### src/design/lwdg_pkg.sv
// Shared types and constants of the load watermark frequency governor.
`default_nettype none
package lwdg_pkg;

   localparam int FREQ_W     = 32;
   localparam int PROD_W     = 42;
   localparam int PERMILLE_W = 10;
   localparam int LEVEL_W    = 5;
   localparam int CNT_W      = 6;
   localparam int MUL_STEPS  = 32;
   localparam int DIV_STEPS  = 42;

   localparam int DEFAULT_MAX_LEVELS = 16;

   localparam logic [PERMILLE_W-1:0] PERMILLE_FULL  = 10'd1000;
   localparam logic [PERMILLE_W-1:0] RST_LOAD_TGT   = 10'd800;
   localparam logic [PERMILLE_W-1:0] RST_LOAD_MAX   = 10'd950;
   localparam logic [LEVEL_W-1:0]    RST_LEVELS     = 5'd1;
   localparam logic [FREQ_W-1:0]     THOUSAND       = 32'd1000;

   localparam logic [1:0] ACT_WRITE  = 2'd0;
   localparam logic [1:0] ACT_SAMPLE = 2'd1;
   localparam logic [1:0] ACT_WMARKS = 2'd2;

   localparam logic [1:0] CSR_LOAD_TARGET = 2'd0;
   localparam logic [1:0] CSR_LOAD_MAX    = 2'd1;
   localparam logic [1:0] CSR_LEVEL_COUNT = 2'd2;

   typedef enum logic {
      OP_MUL,
      OP_DIV
   } op_type;

   typedef struct packed {
      logic   start;
      op_type op;
   } unit_cmd_type;

   typedef enum logic [4:0] {
      ST_IDLE,
      ST_MUL_LOAD,
      ST_DIV_LOAD,
      ST_MUL_REL,
      ST_DIV_REL,
      ST_DIV_CUR,
      ST_MUL_KEY,
      ST_SCAN_RD,
      ST_SCAN_CHK,
      ST_SCAN1_END,
      ST_DIV_KHZ,
      ST_SCAN2_END,
      ST_LO_DIV,
      ST_LO_MUL,
      ST_LO_SCALE,
      ST_HI_DIV,
      ST_HI_MUL,
      ST_HI_SCALE,
      ST_OUT
   } state_type;

endpackage
`default_nettype wire

### src/design/lwdg_ram.sv
// Generic single-port-write, single-port-read RAM with registered read data.
`default_nettype none
module lwdg_ram #(
   parameter int WIDTH = 32,
   parameter int DEPTH = 16
) (
   input  wire logic                     clock,
   input  wire logic                     wr_en,
   input  wire logic [$clog2(DEPTH)-1:0] wr_addr,
   input  wire logic [WIDTH-1:0]         wr_data,
   input  wire logic [$clog2(DEPTH)-1:0] rd_addr,
   output logic      [WIDTH-1:0]         rd_data
);

   logic [WIDTH-1:0] mem_ff [DEPTH];
   logic [WIDTH-1:0] rd_data_ff;

   always_ff @(posedge clock) begin
      if (wr_en) begin
         mem_ff[wr_addr] <= wr_data;
      end
      rd_data_ff <= mem_ff[rd_addr];
   end

   assign rd_data = rd_data_ff;

endmodule
`default_nettype wire

### src/design/lwdg_serial_unit.sv
// Bit-serial multiplier and restoring divider, one bit per cycle.
`default_nettype none
module lwdg_serial_unit (
   input  wire logic                        clock,
   input  wire logic                        reset,
   input  wire lwdg_pkg::unit_cmd_type      cmd,
   input  wire logic [lwdg_pkg::PROD_W-1:0] opa,
   input  wire logic [lwdg_pkg::FREQ_W-1:0] opb,
   output logic                             done,
   output logic      [lwdg_pkg::PROD_W-1:0] result
);
   import lwdg_pkg::*;

   logic                busy_ff, busy_in;
   logic                done_ff, done_in;
   op_type              op_ff, op_in;
   logic [CNT_W-1:0]    cnt_ff, cnt_in;
   logic [PROD_W-1:0]   work_ff, work_in;
   logic [PROD_W-1:0]   mcand_ff, mcand_in;
   logic [FREQ_W-1:0]   b_ff, b_in;
   logic [FREQ_W:0]     rem_ff, rem_in;
   logic [FREQ_W:0]     rem_sh;
   logic                fits;

   always_comb begin
      busy_in  = busy_ff;
      done_in  = 1'b0;
      op_in    = op_ff;
      cnt_in   = cnt_ff;
      work_in  = work_ff;
      mcand_in = mcand_ff;
      b_in     = b_ff;
      rem_in   = rem_ff;
      rem_sh   = {rem_ff[FREQ_W-1:0], work_ff[PROD_W-1]};
      fits     = rem_sh >= {1'b0, b_ff};
      if (!busy_ff && cmd.start) begin
         busy_in  = 1'b1;
         op_in    = cmd.op;
         b_in     = opb;
         mcand_in = opa;
         rem_in   = '0;
         if (cmd.op == OP_MUL) begin
            work_in = '0;
            cnt_in  = CNT_W'(MUL_STEPS - 1);
         end else begin
            work_in = opa;
            cnt_in  = CNT_W'(DIV_STEPS - 1);
         end
      end else if (busy_ff) begin
         if (op_ff == OP_MUL) begin
            // Multiplier bits are consumed from the top, so the sum doubles each step.
            work_in = {work_ff[PROD_W-2:0], 1'b0} + (b_ff[FREQ_W-1] ? mcand_ff : '0);
            b_in    = {b_ff[FREQ_W-2:0], 1'b0};
         end else begin
            rem_in  = fits ? (rem_sh - {1'b0, b_ff}) : rem_sh;
            work_in = {work_ff[PROD_W-2:0], fits};
         end
         cnt_in = cnt_ff - 1'b1;
         if (cnt_ff == '0) begin
            busy_in = 1'b0;
            done_in = 1'b1;
         end
      end
   end

   always_ff @(posedge clock) begin
      if (reset) begin
         busy_ff <= 1'b0;
         done_ff <= 1'b0;
      end else begin
         busy_ff <= busy_in;
         done_ff <= done_in;
      end
      op_ff    <= op_in;
      cnt_ff   <= cnt_in;
      work_ff  <= work_in;
      mcand_ff <= mcand_in;
      b_ff     <= b_in;
      rem_ff   <= rem_in;
   end

   assign done   = done_ff;
   assign result = work_ff;

endmodule
`default_nettype wire

### src/design/load_watermark_dvfs_governor_top.sv
// Load watermark frequency governor: table, sequencer and serial arithmetic.
//
// Input items arrive on the req_ stream. tuser carries the action: a table
// write stores entry_freq at entry_index, a load sample picks a new frequency
// and its watermarks, a watermark reset computes watermarks for the lowest entry.
// Every item gives exactly one result transfer on the rsp_ stream.
// The target load, maximum load and level count registers are written over the
// csr_ port while the block is idle, a rule for the user that the block itself
// does not enforce; they take effect for the next item. The block works on one
// item at a time. A table write, a sample with zero total time or an unused
// action offers its result in the cycle after the input transfer.
// A load sample runs through a one-bit-per-cycle multiplier/divider (up to
// thirteen operations) and two passes over the table.
// After reset the registers hold 800, 950 and 1 and no result is pending; the
// table contents are undefined until written.
// A result waits in the output register while rsp_tready is low; req_tready
// stays low until that result is taken.
`default_nettype none
module load_watermark_dvfs_governor_top #(
   parameter int MAX_LEVELS = lwdg_pkg::DEFAULT_MAX_LEVELS
) (
   input  wire logic         clock,
   input  wire logic         reset,
   input  wire logic         req_tvalid,
   output logic              req_tready,
   // entry_index, entry_freq, busy count, total count, current_freq, zero fill
   input  wire logic [135:0] req_tdata,
   // action
   input  wire logic [1:0]   req_tuser,
   output logic              rsp_tvalid,
   input  wire logic         rsp_tready,
   // target_freq, low_wmark, high_wmark, zero fill
   output logic      [55:0]  rsp_tdata,
   // freq_valid, wmarks_valid
   output logic      [1:0]   rsp_tuser,
   input  wire logic         csr_we,
   input  wire logic [1:0]   csr_index,
   input  wire logic [9:0]   csr_wdata
);
   import lwdg_pkg::*;

   localparam int AW = $clog2(MAX_LEVELS);

   // Input payload.
   logic [3:0]        in_idx;
   logic [FREQ_W-1:0] in_efreq, in_busy, in_total, in_cur;
   logic [1:0]        in_action;

   assign in_idx    = req_tdata[3:0];
   assign in_efreq  = req_tdata[35:4];
   assign in_busy   = req_tdata[67:36];
   assign in_total  = req_tdata[99:68];
   assign in_cur    = req_tdata[131:100];
   assign in_action = req_tuser;

   // Configuration registers.
   logic [PERMILLE_W-1:0] tgt_load_ff, max_load_ff;
   logic [LEVEL_W-1:0]    level_count_ff;

   always_ff @(posedge clock) begin
      if (reset) begin
         tgt_load_ff    <= RST_LOAD_TGT;
         max_load_ff    <= RST_LOAD_MAX;
         level_count_ff <= RST_LEVELS;
      end else if (csr_we) begin
         case (csr_index)
            CSR_LOAD_TARGET: tgt_load_ff    <= csr_wdata;
            CSR_LOAD_MAX:    max_load_ff    <= csr_wdata;
            CSR_LEVEL_COUNT: level_count_ff <= csr_wdata[LEVEL_W-1:0];
            default:         ;
         endcase
      end
   end

   logic [AW-1:0] last_idx;

   always_comb begin
      if (level_count_ff == '0) begin
         last_idx = '0;
      end else if (32'(level_count_ff) > MAX_LEVELS) begin
         last_idx = AW'(MAX_LEVELS - 1);
      end else begin
         last_idx = AW'(level_count_ff - 1'b1);
      end
   end

   // Sequencer and datapath registers.
   state_type             state_ff, state_in;
   logic                  launch_ff;
   logic [1:0]            act_ff;
   logic [FREQ_W-1:0]     busy_ff, total_ff, cur_ff;
   logic                  overload_ff;
   logic                  second_ff;
   logic [19:0]           rel_ff;
   logic [PROD_W-1:0]     key_ff;
   logic [FREQ_W-1:0]     f_ff, khz_ff, above_ff, below_ff;
   logic [AW-1:0]         scan_idx_ff;
   logic [FREQ_W-1:0]     t0_ff, tlast_ff, ge_ff, gt_ff, lt_ff;
   logic                  ge_fnd_ff, gt_fnd_ff, lt_fnd_ff;
   logic [FREQ_W-1:0]     target_ff;
   logic                  fv_ff, wv_ff;
   logic [PERMILLE_W-1:0] lo_ff, hi_ff;

   // Arithmetic unit and table memory.
   unit_cmd_type      cmd;
   logic [PROD_W-1:0] opa, res;
   logic [FREQ_W-1:0] opb, rd_data;
   logic              unit_done;
   logic              arith_state;
   logic              accept;
   logic              tbl_we;

   assign accept = req_tvalid && req_tready;
   assign tbl_we = accept && (in_action == ACT_WRITE) && (32'(in_idx) < MAX_LEVELS);

   lwdg_serial_unit u_unit (
      .clock  (clock),
      .reset  (reset),
      .cmd    (cmd),
      .opa    (opa),
      .opb    (opb),
      .done   (unit_done),
      .result (res)
   );

   lwdg_ram #(
      .WIDTH (FREQ_W),
      .DEPTH (MAX_LEVELS)
   ) u_table (
      .clock   (clock),
      .wr_en   (tbl_we),
      .wr_addr (AW'(in_idx)),
      .wr_data (in_efreq),
      .rd_addr (scan_idx_ff),
      .rd_data (rd_data)
   );

   // Scan results, taken from the registered search values.
   logic [FREQ_W-1:0] f_pick, above_pick, below_pick;

   assign f_pick     = (overload_ff || !ge_fnd_ff) ? tlast_ff : ge_ff;
   assign above_pick = gt_fnd_ff ? gt_ff : tlast_ff;
   assign below_pick = lt_fnd_ff ? lt_ff : t0_ff;

   logic [PROD_W-1:0] ratio_sat_lo;
   logic [PROD_W-1:0] ratio_cap_hi;

   assign ratio_sat_lo = (res > PROD_W'(PERMILLE_FULL)) ? PROD_W'(PERMILLE_FULL) : res;
   always_comb begin
      ratio_cap_hi = (res > PROD_W'(max_load_ff)) ? PROD_W'(max_load_ff) : res;
      if (ratio_cap_hi > PROD_W'(PERMILLE_FULL)) begin
         ratio_cap_hi = PROD_W'(PERMILLE_FULL);
      end
   end

   // Next state.
   always_comb begin
      state_in = state_ff;
      case (state_ff)
         ST_IDLE: begin
            if (accept) begin
               case (in_action)
                  ACT_SAMPLE: state_in = (in_total == '0) ? ST_OUT : ST_MUL_LOAD;
                  ACT_WMARKS: state_in = ST_SCAN_RD;
                  default:    state_in = ST_OUT;
               endcase
            end
         end
         ST_MUL_LOAD: if (unit_done) state_in = ST_DIV_LOAD;
         ST_DIV_LOAD: begin
            if (unit_done) begin
               state_in = (res >= PROD_W'(max_load_ff)) ? ST_SCAN_RD : ST_MUL_REL;
            end
         end
         ST_MUL_REL:  if (unit_done) state_in = ST_DIV_REL;
         ST_DIV_REL:  if (unit_done) state_in = ST_DIV_CUR;
         ST_DIV_CUR:  if (unit_done) state_in = ST_MUL_KEY;
         ST_MUL_KEY:  if (unit_done) state_in = ST_SCAN_RD;
         ST_SCAN_RD:  state_in = ST_SCAN_CHK;
         ST_SCAN_CHK: begin
            if (scan_idx_ff == last_idx) begin
               state_in = second_ff ? ST_SCAN2_END : ST_SCAN1_END;
            end else begin
               state_in = ST_SCAN_RD;
            end
         end
         ST_SCAN1_END: state_in = ST_DIV_KHZ;
         ST_DIV_KHZ:   if (unit_done) state_in = ST_SCAN_RD;
         ST_SCAN2_END: begin
            if (f_ff != t0_ff) begin
               state_in = ST_LO_DIV;
            end else if (f_ff != tlast_ff) begin
               state_in = ST_HI_DIV;
            end else begin
               state_in = ST_OUT;
            end
         end
         ST_LO_DIV:   if (unit_done) state_in = ST_LO_MUL;
         ST_LO_MUL:   if (unit_done) state_in = ST_LO_SCALE;
         ST_LO_SCALE: begin
            if (unit_done) begin
               state_in = (f_ff != tlast_ff) ? ST_HI_DIV : ST_OUT;
            end
         end
         ST_HI_DIV:   if (unit_done) state_in = ST_HI_MUL;
         ST_HI_MUL:   if (unit_done) state_in = ST_HI_SCALE;
         ST_HI_SCALE: if (unit_done) state_in = ST_OUT;
         ST_OUT:      if (rsp_tready) state_in = ST_IDLE;
         default:     state_in = ST_IDLE;
      endcase
   end

   // Control outputs and operand selection.
   always_comb begin
      arith_state = 1'b1;
      cmd.op      = OP_DIV;
      opa         = res;
      opb         = THOUSAND;
      case (state_ff)
         ST_MUL_LOAD: begin
            cmd.op = OP_MUL;
            opa    = PROD_W'(busy_ff);
         end
         ST_DIV_LOAD: opb = total_ff;
         ST_MUL_REL:  cmd.op = OP_MUL;
         ST_DIV_REL:  opb = (tgt_load_ff == '0) ? 32'd1 : FREQ_W'(tgt_load_ff);
         ST_DIV_CUR:  opa = PROD_W'(cur_ff);
         ST_MUL_KEY: begin
            cmd.op = OP_MUL;
            opb    = FREQ_W'(rel_ff);
         end
         ST_DIV_KHZ:  opa = PROD_W'(f_ff);
         ST_LO_DIV: begin
            opa = PROD_W'(below_ff);
            opb = khz_ff;
         end
         ST_HI_DIV: begin
            opa = PROD_W'(above_ff);
            opb = khz_ff;
         end
         ST_LO_MUL, ST_HI_MUL: begin
            cmd.op = OP_MUL;
            opb    = FREQ_W'(tgt_load_ff);
         end
         ST_LO_SCALE, ST_HI_SCALE: ;
         default: arith_state = 1'b0;
      endcase
      cmd.start  = arith_state && !launch_ff;
      req_tready = (state_ff == ST_IDLE);
      rsp_tvalid = (state_ff == ST_OUT);
   end

   always_ff @(posedge clock) begin
      if (reset) begin
         state_ff  <= ST_IDLE;
         launch_ff <= 1'b0;
      end else begin
         state_ff <= state_in;
         if (unit_done) begin
            launch_ff <= 1'b0;
         end else if (cmd.start) begin
            launch_ff <= 1'b1;
         end
      end
   end

   // Datapath registers.
   always_ff @(posedge clock) begin
      if (state_ff != ST_SCAN_RD && state_ff != ST_SCAN_CHK) begin
         scan_idx_ff <= '0;
      end
      case (state_ff)
         ST_IDLE: begin
            if (accept) begin
               act_ff      <= in_action;
               busy_ff     <= in_busy;
               total_ff    <= in_total;
               cur_ff      <= in_cur;
               overload_ff <= 1'b0;
               second_ff   <= 1'b0;
               key_ff      <= '0;
               target_ff   <= '0;
               fv_ff       <= 1'b0;
               wv_ff       <= 1'b0;
               lo_ff       <= '0;
               hi_ff       <= '0;
               if (in_action == ACT_SAMPLE && in_total == '0) begin
                  target_ff <= in_cur;
                  fv_ff     <= 1'b1;
               end
            end
         end
         ST_DIV_LOAD: begin
            if (unit_done) begin
               overload_ff <= (res >= PROD_W'(max_load_ff));
            end
         end
         ST_DIV_REL: if (unit_done) rel_ff <= res[19:0];
         ST_MUL_KEY: if (unit_done) key_ff <= res;
         ST_SCAN_CHK: begin
            // The first entry checked starts a fresh search.
            if (scan_idx_ff == '0) begin
               t0_ff <= rd_data;
            end
            if (scan_idx_ff == last_idx) begin
               tlast_ff <= rd_data;
            end else begin
               scan_idx_ff <= scan_idx_ff + 1'b1;
            end
            if (scan_idx_ff == '0 || !ge_fnd_ff) begin
               ge_fnd_ff <= (PROD_W'(rd_data) >= key_ff);
               ge_ff     <= rd_data;
            end
            if (scan_idx_ff == '0 || !gt_fnd_ff) begin
               gt_fnd_ff <= (PROD_W'(rd_data) > key_ff);
               gt_ff     <= rd_data;
            end
            if (PROD_W'(rd_data) < key_ff) begin
               lt_fnd_ff <= 1'b1;
               lt_ff     <= rd_data;
            end else if (scan_idx_ff == '0) begin
               lt_fnd_ff <= 1'b0;
            end
         end
         ST_SCAN1_END: begin
            f_ff      <= f_pick;
            key_ff    <= PROD_W'(f_pick);
            second_ff <= 1'b1;
            wv_ff     <= 1'b1;
            if (act_ff == ACT_SAMPLE) begin
               target_ff <= f_pick;
               fv_ff     <= 1'b1;
            end
         end
         ST_DIV_KHZ: begin
            if (unit_done) begin
               khz_ff <= (res == '0) ? 32'd1 : res[FREQ_W-1:0];
            end
         end
         ST_SCAN2_END: begin
            above_ff <= above_pick;
            below_ff <= below_pick;
            lo_ff    <= '0;
            hi_ff    <= PERMILLE_FULL;
         end
         ST_LO_SCALE: if (unit_done) lo_ff <= ratio_sat_lo[PERMILLE_W-1:0];
         ST_HI_SCALE: if (unit_done) hi_ff <= ratio_cap_hi[PERMILLE_W-1:0];
         default: ;
      endcase
   end

   assign rsp_tdata = {4'b0, hi_ff, lo_ff, target_ff};
   assign rsp_tuser = {wv_ff, fv_ff};

endmodule
`default_nettype wire

### config.mk
export PLATFORM = sky130hd
export DESIGN_NAME = load_watermark_dvfs_governor_top
export DESIGN_NICKNAME = d
export VERILOG_FILES = /design/src/design/lwdg_pkg.sv /design/src/design/lwdg_ram.sv /design/src/design/lwdg_serial_unit.sv /design/src/design/load_watermark_dvfs_governor_top.sv
export SDC_FILE = /design/constraint.sdc
export NUM_CORES = 2
export LEC_CHECK = 0
export BUFFER_PORTS_ARGS = -buffer_cell sky130_fd_sc_hd__buf_2
export CORE_ASPECT_RATIO = 1.4
export CORE_MARGIN = 2
export CORE_UTILIZATION = 40
export DETAILED_ROUTE_END_ITERATION = 10
export PLACE_DENSITY_LB_ADDON = 0.05
export RECOVER_POWER = 50
export SYNTH_ARGS = -nofsm -noshare
export SYNTH_HDL_FRONTEND = slang
export SYNTH_SLANG_ARGS = --single-unit
export TNS_END_PERCENT = 100
### constraint.sdc
create_clock -name clock -period 10.4 [get_ports clock]
set_input_delay 2.6 -clock clock [delete_from_list [all_inputs] [get_ports clock]]
set_output_delay 2.6 -clock clock [all_outputs]
set_load 0.02 [all_outputs]
After elaboration in Yosys (flattened, before gate mapping)
Memory sizes are Yosys's and may differ from the RTL's. A register that Yosys moved wholly into a read port is not among the register bits.
Index checks and enable logic that the tools add are counted.
{"block": "op_classes", "add_sub_neg": 5, "n_lt_le_gt_ge": 9, "n_eq_ne": 45, "mux": 77, "bitwise": 1, "n_reduce_logical": 57}
{"operator": "two-way mux 42 bit", "n": 8}
{"operator": "two-way mux 32 bit", "n": 10}
{"operator": "one-hot mux 42 bit (5 select lines)", "n": 1}
{"operator": "one-hot mux 32 bit (5 select lines)", "n": 1}
{"operator": "one-hot mux 42 bit (3 select lines)", "n": 1}
{"operator": "one-hot mux 5 bit (18 select lines)", "n": 1}
{"operator": "two-way mux 5 bit", "n": 17}
{"operator": "greater-than comparator 42 x 10 -> 1 bit, second input constant", "n": 2}
{"operator": "!= test 32 bit", "n": 2}
{"operator": "one-hot mux 32 bit (2 select lines)", "n": 1}
{"operator": "two-way mux 10 bit", "n": 6}
{"operator": "one-hot mux 10 bit (3 select lines)", "n": 2}
{"operator": "adder 42 bit", "n": 1}
{"operator": "greater-or-equal comparator 32 x 42 -> 1 bit", "n": 1}
{"operator": "greater-or-equal comparator 42 x 10 -> 1 bit", "n": 1}
{"operator": "greater-than comparator 32 x 42 -> 1 bit", "n": 1}
{"operator": "greater-than comparator 42 x 10 -> 1 bit", "n": 1}
{"operator": "zero test 42 bit", "n": 1}
{"operator": "less-than comparator 32 x 42 -> 1 bit", "n": 1}
{"operator": "equality test 5 x 4 -> 1 bit, second input constant", "n": 8}
{"operator": "greater-or-equal comparator 33 x 32 -> 1 bit", "n": 1}
{"operator": "zero test 32 bit", "n": 1}
{"operator": "subtractor 32 bit", "n": 1}
{"operator": "!= test 2 x 1 -> 1 bit, second input constant", "n": 15}
{"operator": "other kinds (39)", "n": 109}
{"block": "word_totals", "reg_bits": 698, "ram_bits": 512, "out_inout_bits": 60, "wordCells": 233, "n_memories": 1}
{"name": "u_table.mem_ff", "words": 16, "word_bits": 32, "read_ports": 1, "rd_clocked_by_memory_dff": 1, "write_ports": 1, "line_no": "lwdg_ram.sv:15", "rtl": "logic [WIDTH-1:0] mem_ff [DEPTH];"}

Depth between registers and ports, before layout
{"block": "logic_depth", "word_depth": 7, "mapped_depth": 15, "ltp_nobuf": 14}

Modules after synthesis
A second synthesis with hierarchy kept.
{"block": "unflattened", "cells_unflattened": 3620, "hier_area_um2": 53709.0}
{"mod": "load_watermark_dvfs_governor_top", "instances": 1, "cells_each": 1631, "area_per_inst_um2": 23302.3}
{"mod": "lwdg_ram", "instances": 1, "cells_each": 838, "area_per_inst_um2": 19835.3}
{"mod": "lwdg_serial_unit", "instances": 1, "cells_each": 1151, "area_per_inst_um2": 10571.4}

Worst setup path after synthesis
No wires, ideal clock.
{"block": "synth_timing", "kind": "in2reg", "from": "input req_tvalid", "to": "memory u_table.mem_ff[0][0], enable pin", "arrival_time_ps": 7541, "slack_ps": 2397, "path_stages": 5, "n_path_buf": 0, "cell_sequence": "nand2_1 -> inv_1 -> nand2_1 -> or3_1 -> nor3_1"}
{"block": "synth_via", "elab_chain_len": 4}
{"element": "start: declaration", "line_no": "load_watermark_dvfs_governor_top.sv:24", "rtl": "input wire logic req_tvalid,"}
{"element": "logical AND 1 bit", "line_no": "load_watermark_dvfs_governor_top.sv:113", "rtl": "assign accept = req_tvalid && req_tready;"}
{"element": "logical AND 1 bit", "line_no": "load_watermark_dvfs_governor_top.sv:114", "rtl": "assign tbl_we = accept && (in_action == ACT_WRITE) && (32'(in_idx) < MAX_LEVELS);"}
{"element": "two-way mux 1 bit", "line_no": "lwdg_ram.sv:19", "rtl": "if (wr_en) begin"}
{"element": "two-way mux 1 bit (not written as such)", "line_no": "lwdg_ram.sv:20", "rtl": "mem_ff[wr_addr] <= wr_data;"}
{"element": "end: declaration", "line_no": "lwdg_ram.sv:15"}
Every way passes these cells.

==> flow_metrics.py <==
metrics = {
    "power_and_ir_drop": {
        "comb_power_share_pct": 29.8,
        "leakage_nw": 21.2,
        "p_sw_share_pct": 34.6,
        "clockPowerShare_pct": 28.6,
        "pwr-share-seq_pct": 41.6,
        "power_density_nw_per_um2": 281,
        "power_switching_mw": 5.92,
        "internal_power_mw": 11.2,
        "ir_worst_vdd_v": 0.000245,
    },
    "die": {
        "die_area_sq_um": 137000,
        "core_sq_um": 133000,
        "pin_count": 215,
        "die_w_um": 313,
        "initial_core_util_pct": 40.4,
        "die_h_um": 437,
        "rows": 158,
    },
    "worst_setup_path": {
        "path_cells": "clkbuf_1 -> mux4_2 -> mux4_2",
        "cp-end-kind": "register",
        "worst-setup-path-type": "register to register",
        "critPathBufInv": 1,
        "cp-startpoint": "scan_idx_ff[1]",
        "cp_max_fo": 75,
        "required_ns": 11.02,
        "start_kind": "register",
        "arrival_ns": 7.99,
        "slowest_delay_ns": 3.51,
        "cp_top_family": "buffers and inverters",
        "r2r-start": "scan_idx_ff[1]",
        "critPathSlowestCell": "clkbuf_1",
        "crit_path_frequent_cell": "mux4_2",
    },
    "global_route": {
        "grt_util_all_layers_pct": 22.9,
        "grt_pass1_vias": 32854,
        "antenna_found_initial": 17,
        "grt_pass1_wl_um": 226000,
        "overflow": 0,
        "grt_max_degree": 109,
    },
    "synth": {
        "synth-compound-area-share_pct": 8.72,
        "yosys-mux-area-fraction_pct": 9.15,
        "synth_top_area_share_pct": 64.0,
        "ys_types": 74,
        "synth_xor_area_share_pct": 2.24,
        "yosysTopAreaCell": "edfxtp_1",
        "yosys.area_share.simple_pct": 6.73,
        "synth_top_family_by_area": "multiplexers",
        "async_reset_ff_share_pct": 0,
        "yosysSeqAreaShare_pct": 67.8,
        "ys_warn_count": 0,
        "synthCells": 3542,
        "syn_avg_cell_area_sq_um": 15.1,
        "synthesis.area_sq_um": 53500,
        "synth_edf_count": 1141,
        "synthTopCellsByArea": "edfxtp_1, mux4_2, dfxtp_1",
        "synthAdderAreaFrac_pct": 2.97,
        "ys.flop_type": "edfxtp_1",
        "synth-seq-cells": 1242,
    },
    "sta": {
        "drv_slew": 718,
        "final.period_utilization_pct": 70.8,
        "setup_tns_ns": 0,
        "rsz0062_at_grt": "no",
        "worstMarginPinSlew_ns": 4.83,
        "finClkSkew_ns": 0.0261,
        "max_freq_mhz": 136,
        "min_period_ns": 7.37,
        "hold_viol_final": 0,
        "setup_viol_count_final": 0,
        "slew_headroom_pct": -222,
    },
    "cells_and_area": {
        "multi_input_area_sq_um": 16200,
        "seq_area_sq_um": 36300,
        "drive_above_1_share_pct": 16.8,
        "fin_util_pct": 45.9,
        "area_growth_pct": 13.8,
        "fin_nets": 4012,
        "nFillCells": 11784,
    },
    "clock_network": {
        "holdBufCountCts": 0,
        "clockRootBuffer": "clkbuf_16",
        "ctsResizeCount": 0,
        "numCtsBuffers": 131,
        "clk-insertion-delay-late_ns": 0.77,
        "clockBufferDepth": 3,
        "cts_sinks": 1242,
        "h-tree-depth": 4,
        "clk_pin_slew_ns": 0.06,
        "cts_tree": "yes",
        "cts_setup_buffers": 0,
    },
    "worst_hold_path": {
        "min_from": "max_load_ff[6]",
        "min_path_type": "register to register",
    },
    "placement": {
        "dp_hpwl_um": 100000,
        "routabilityCongestion": 0.904,
        "numPortBuffers": 206,
    },
    "route": {
        "drt-vias-per-instance": 5.60,
        "drt-total-wl_um": 156000,
        "drc_errors": 0,
        "wl_per_cell_um": 27.9,
        "drtIter0Drc": 2790,
        "drtPass1Iterations": 6,
        "num_vias": 31345,
        "ant_nets": 0,
    },
    "flow_run": {
        "drv_cap": 17,
    },
    "run_status": {
        "violations": "max-capacitance violations, max-slew violations",
        "outcome": "complete, but fails checks",
    },
}
[cell usage in the layout, fill, tap and decap left out, drive strengths merged, types with 101 or more instances in the layout]
| cell type | Yosys | routed |
|---|---|---|
| a21o | 106 | 106 |
| a21oi | 157 | 157 |
| buf | 45 | 156 |
| clkbuf | 175 | 284 |
| dfxtp | 101 | 101 |
| edfxtp | 1141 | 1141 |
| ha | 124 | 124 |
| inv | 110 | 111 |
| mux4 | 160 | 160 |
| nand2 | 215 | 215 |
| nor2 | 142 | 142 |
| o21ai | 163 | 163 |
| xor2 | 104 | 104 |
[worst min-delay path, stage by stage (launching register included)]
cell     delay (ns)
dfxtp_1        0.31
nand2_1        0.05
a21oi_1        0.05
[path summary, 6_finish.rpt]
path,cells after the start,to,slack [ns]
setup / recovery,3,u_table.rd_data[26],3.03
hold / removal,2,max_load_ff[6],0.47
setup reg to reg,3,u_table.rd_data[26],3.03
hold reg to reg,2,max_load_ff[6],0.47
[cell families (layout without fill, tap and decap cells)]
family,count (synthesis),in the layout
buffers and inverters,330,622
muxes,277,277
xor gates and xnor gates,137,137
adders and majority gates,126,126
AOI/OAI and AO/OA,693,693
and+or+nand+nor,736,736
DFF,1242,1242
other,1,7
[Yosys cell counts (all sizes together) (13+ instances only)]
master / n
nand3: 88
o21ai: 163
o21a: 14
a222oi: 51
a22oi: 38
edfxtp: 1141
dfxtp: 101
nand4: 31
mux2i: 19
nand2: 215
xnor2: 33
a221oi: 13
nand2b: 27
a22o: 23
xor2: 104
mux2: 98
inv: 110
a211o: 13
a21o: 106
a21oi: 157
and2: 97
buf: 45
clkbuf: 175
mux4: 160
nor2b: 15
nor2: 142
ha: 124
a31oi: 21
nor3: 27
nor4: 44
[registers in the layout, indices dropped and copies added, names as in the netlist, 42 cells and up]
signal           cells
u_unit.mcand_ff     42
key_ff              42
u_unit.result       42
u_table.mem_ff     512
[metal layers]
layer,wire (um),GRT usage [%],up-vias
li1,-,-,14153
met1,60000,26.6,16111
met2,83500,42.2,813
met3,7370,3.81,248
met4,5060,8.00,20
met5,126,0,-
[power by group through the flow]
| stage | clock network (mW) | logic (mW) | registers (mW) |
|---|---|---|---|
| 2_1_floorplan | 0 | 3.49 | 7.04 |
| 3_3_place_gp | 0 | 5.07 | 7.18 |
| 3_5_place_dp | 0 | 5.15 | 7.19 |
| 4_1_cts | 5.00 | 5.17 | 7.10 |
| 5_1_grt | 5.18 | 5.62 | 7.18 |
| 6_report | 4.89 | 5.10 | 7.10 |
[area by class of cell]
cell class | count | area share, %
multi-input combinational | 1973 | 26.6
antenna | 3 | 0.0123
tap | 1760 | 3.62
clock inverter | 72 | 1.42
clock buffer | 167 | 5.93
sequential | 1242 | 59.6
timing repair buffer | 273 | 2.19
inverter | 110 | 0.682
[stage by stage]
step | std cells | cell area (sq um) | worst slack, ns | power, mW | hold WS (ns)
3_3_place_gp | 5358 | 56700 | 5.00 | 12.3 | 0.456
4_1_cts | 5597 | 61200 | 5.07 | 17.3 | 0.473
3_5_place_dp | 5358 | 56700 | 4.96 | 12.3 | 0.456
6_report | 5600 | 60900 | 3.03 | 17.1 | 0.466
2_1_floorplan | 3545 | 53500 | 2.40 | 10.5 | 0.436
5_1_grt | 5598 | 60900 | 2.51 | 18.0 | 0.482
(Power assumes the default switching activity.)
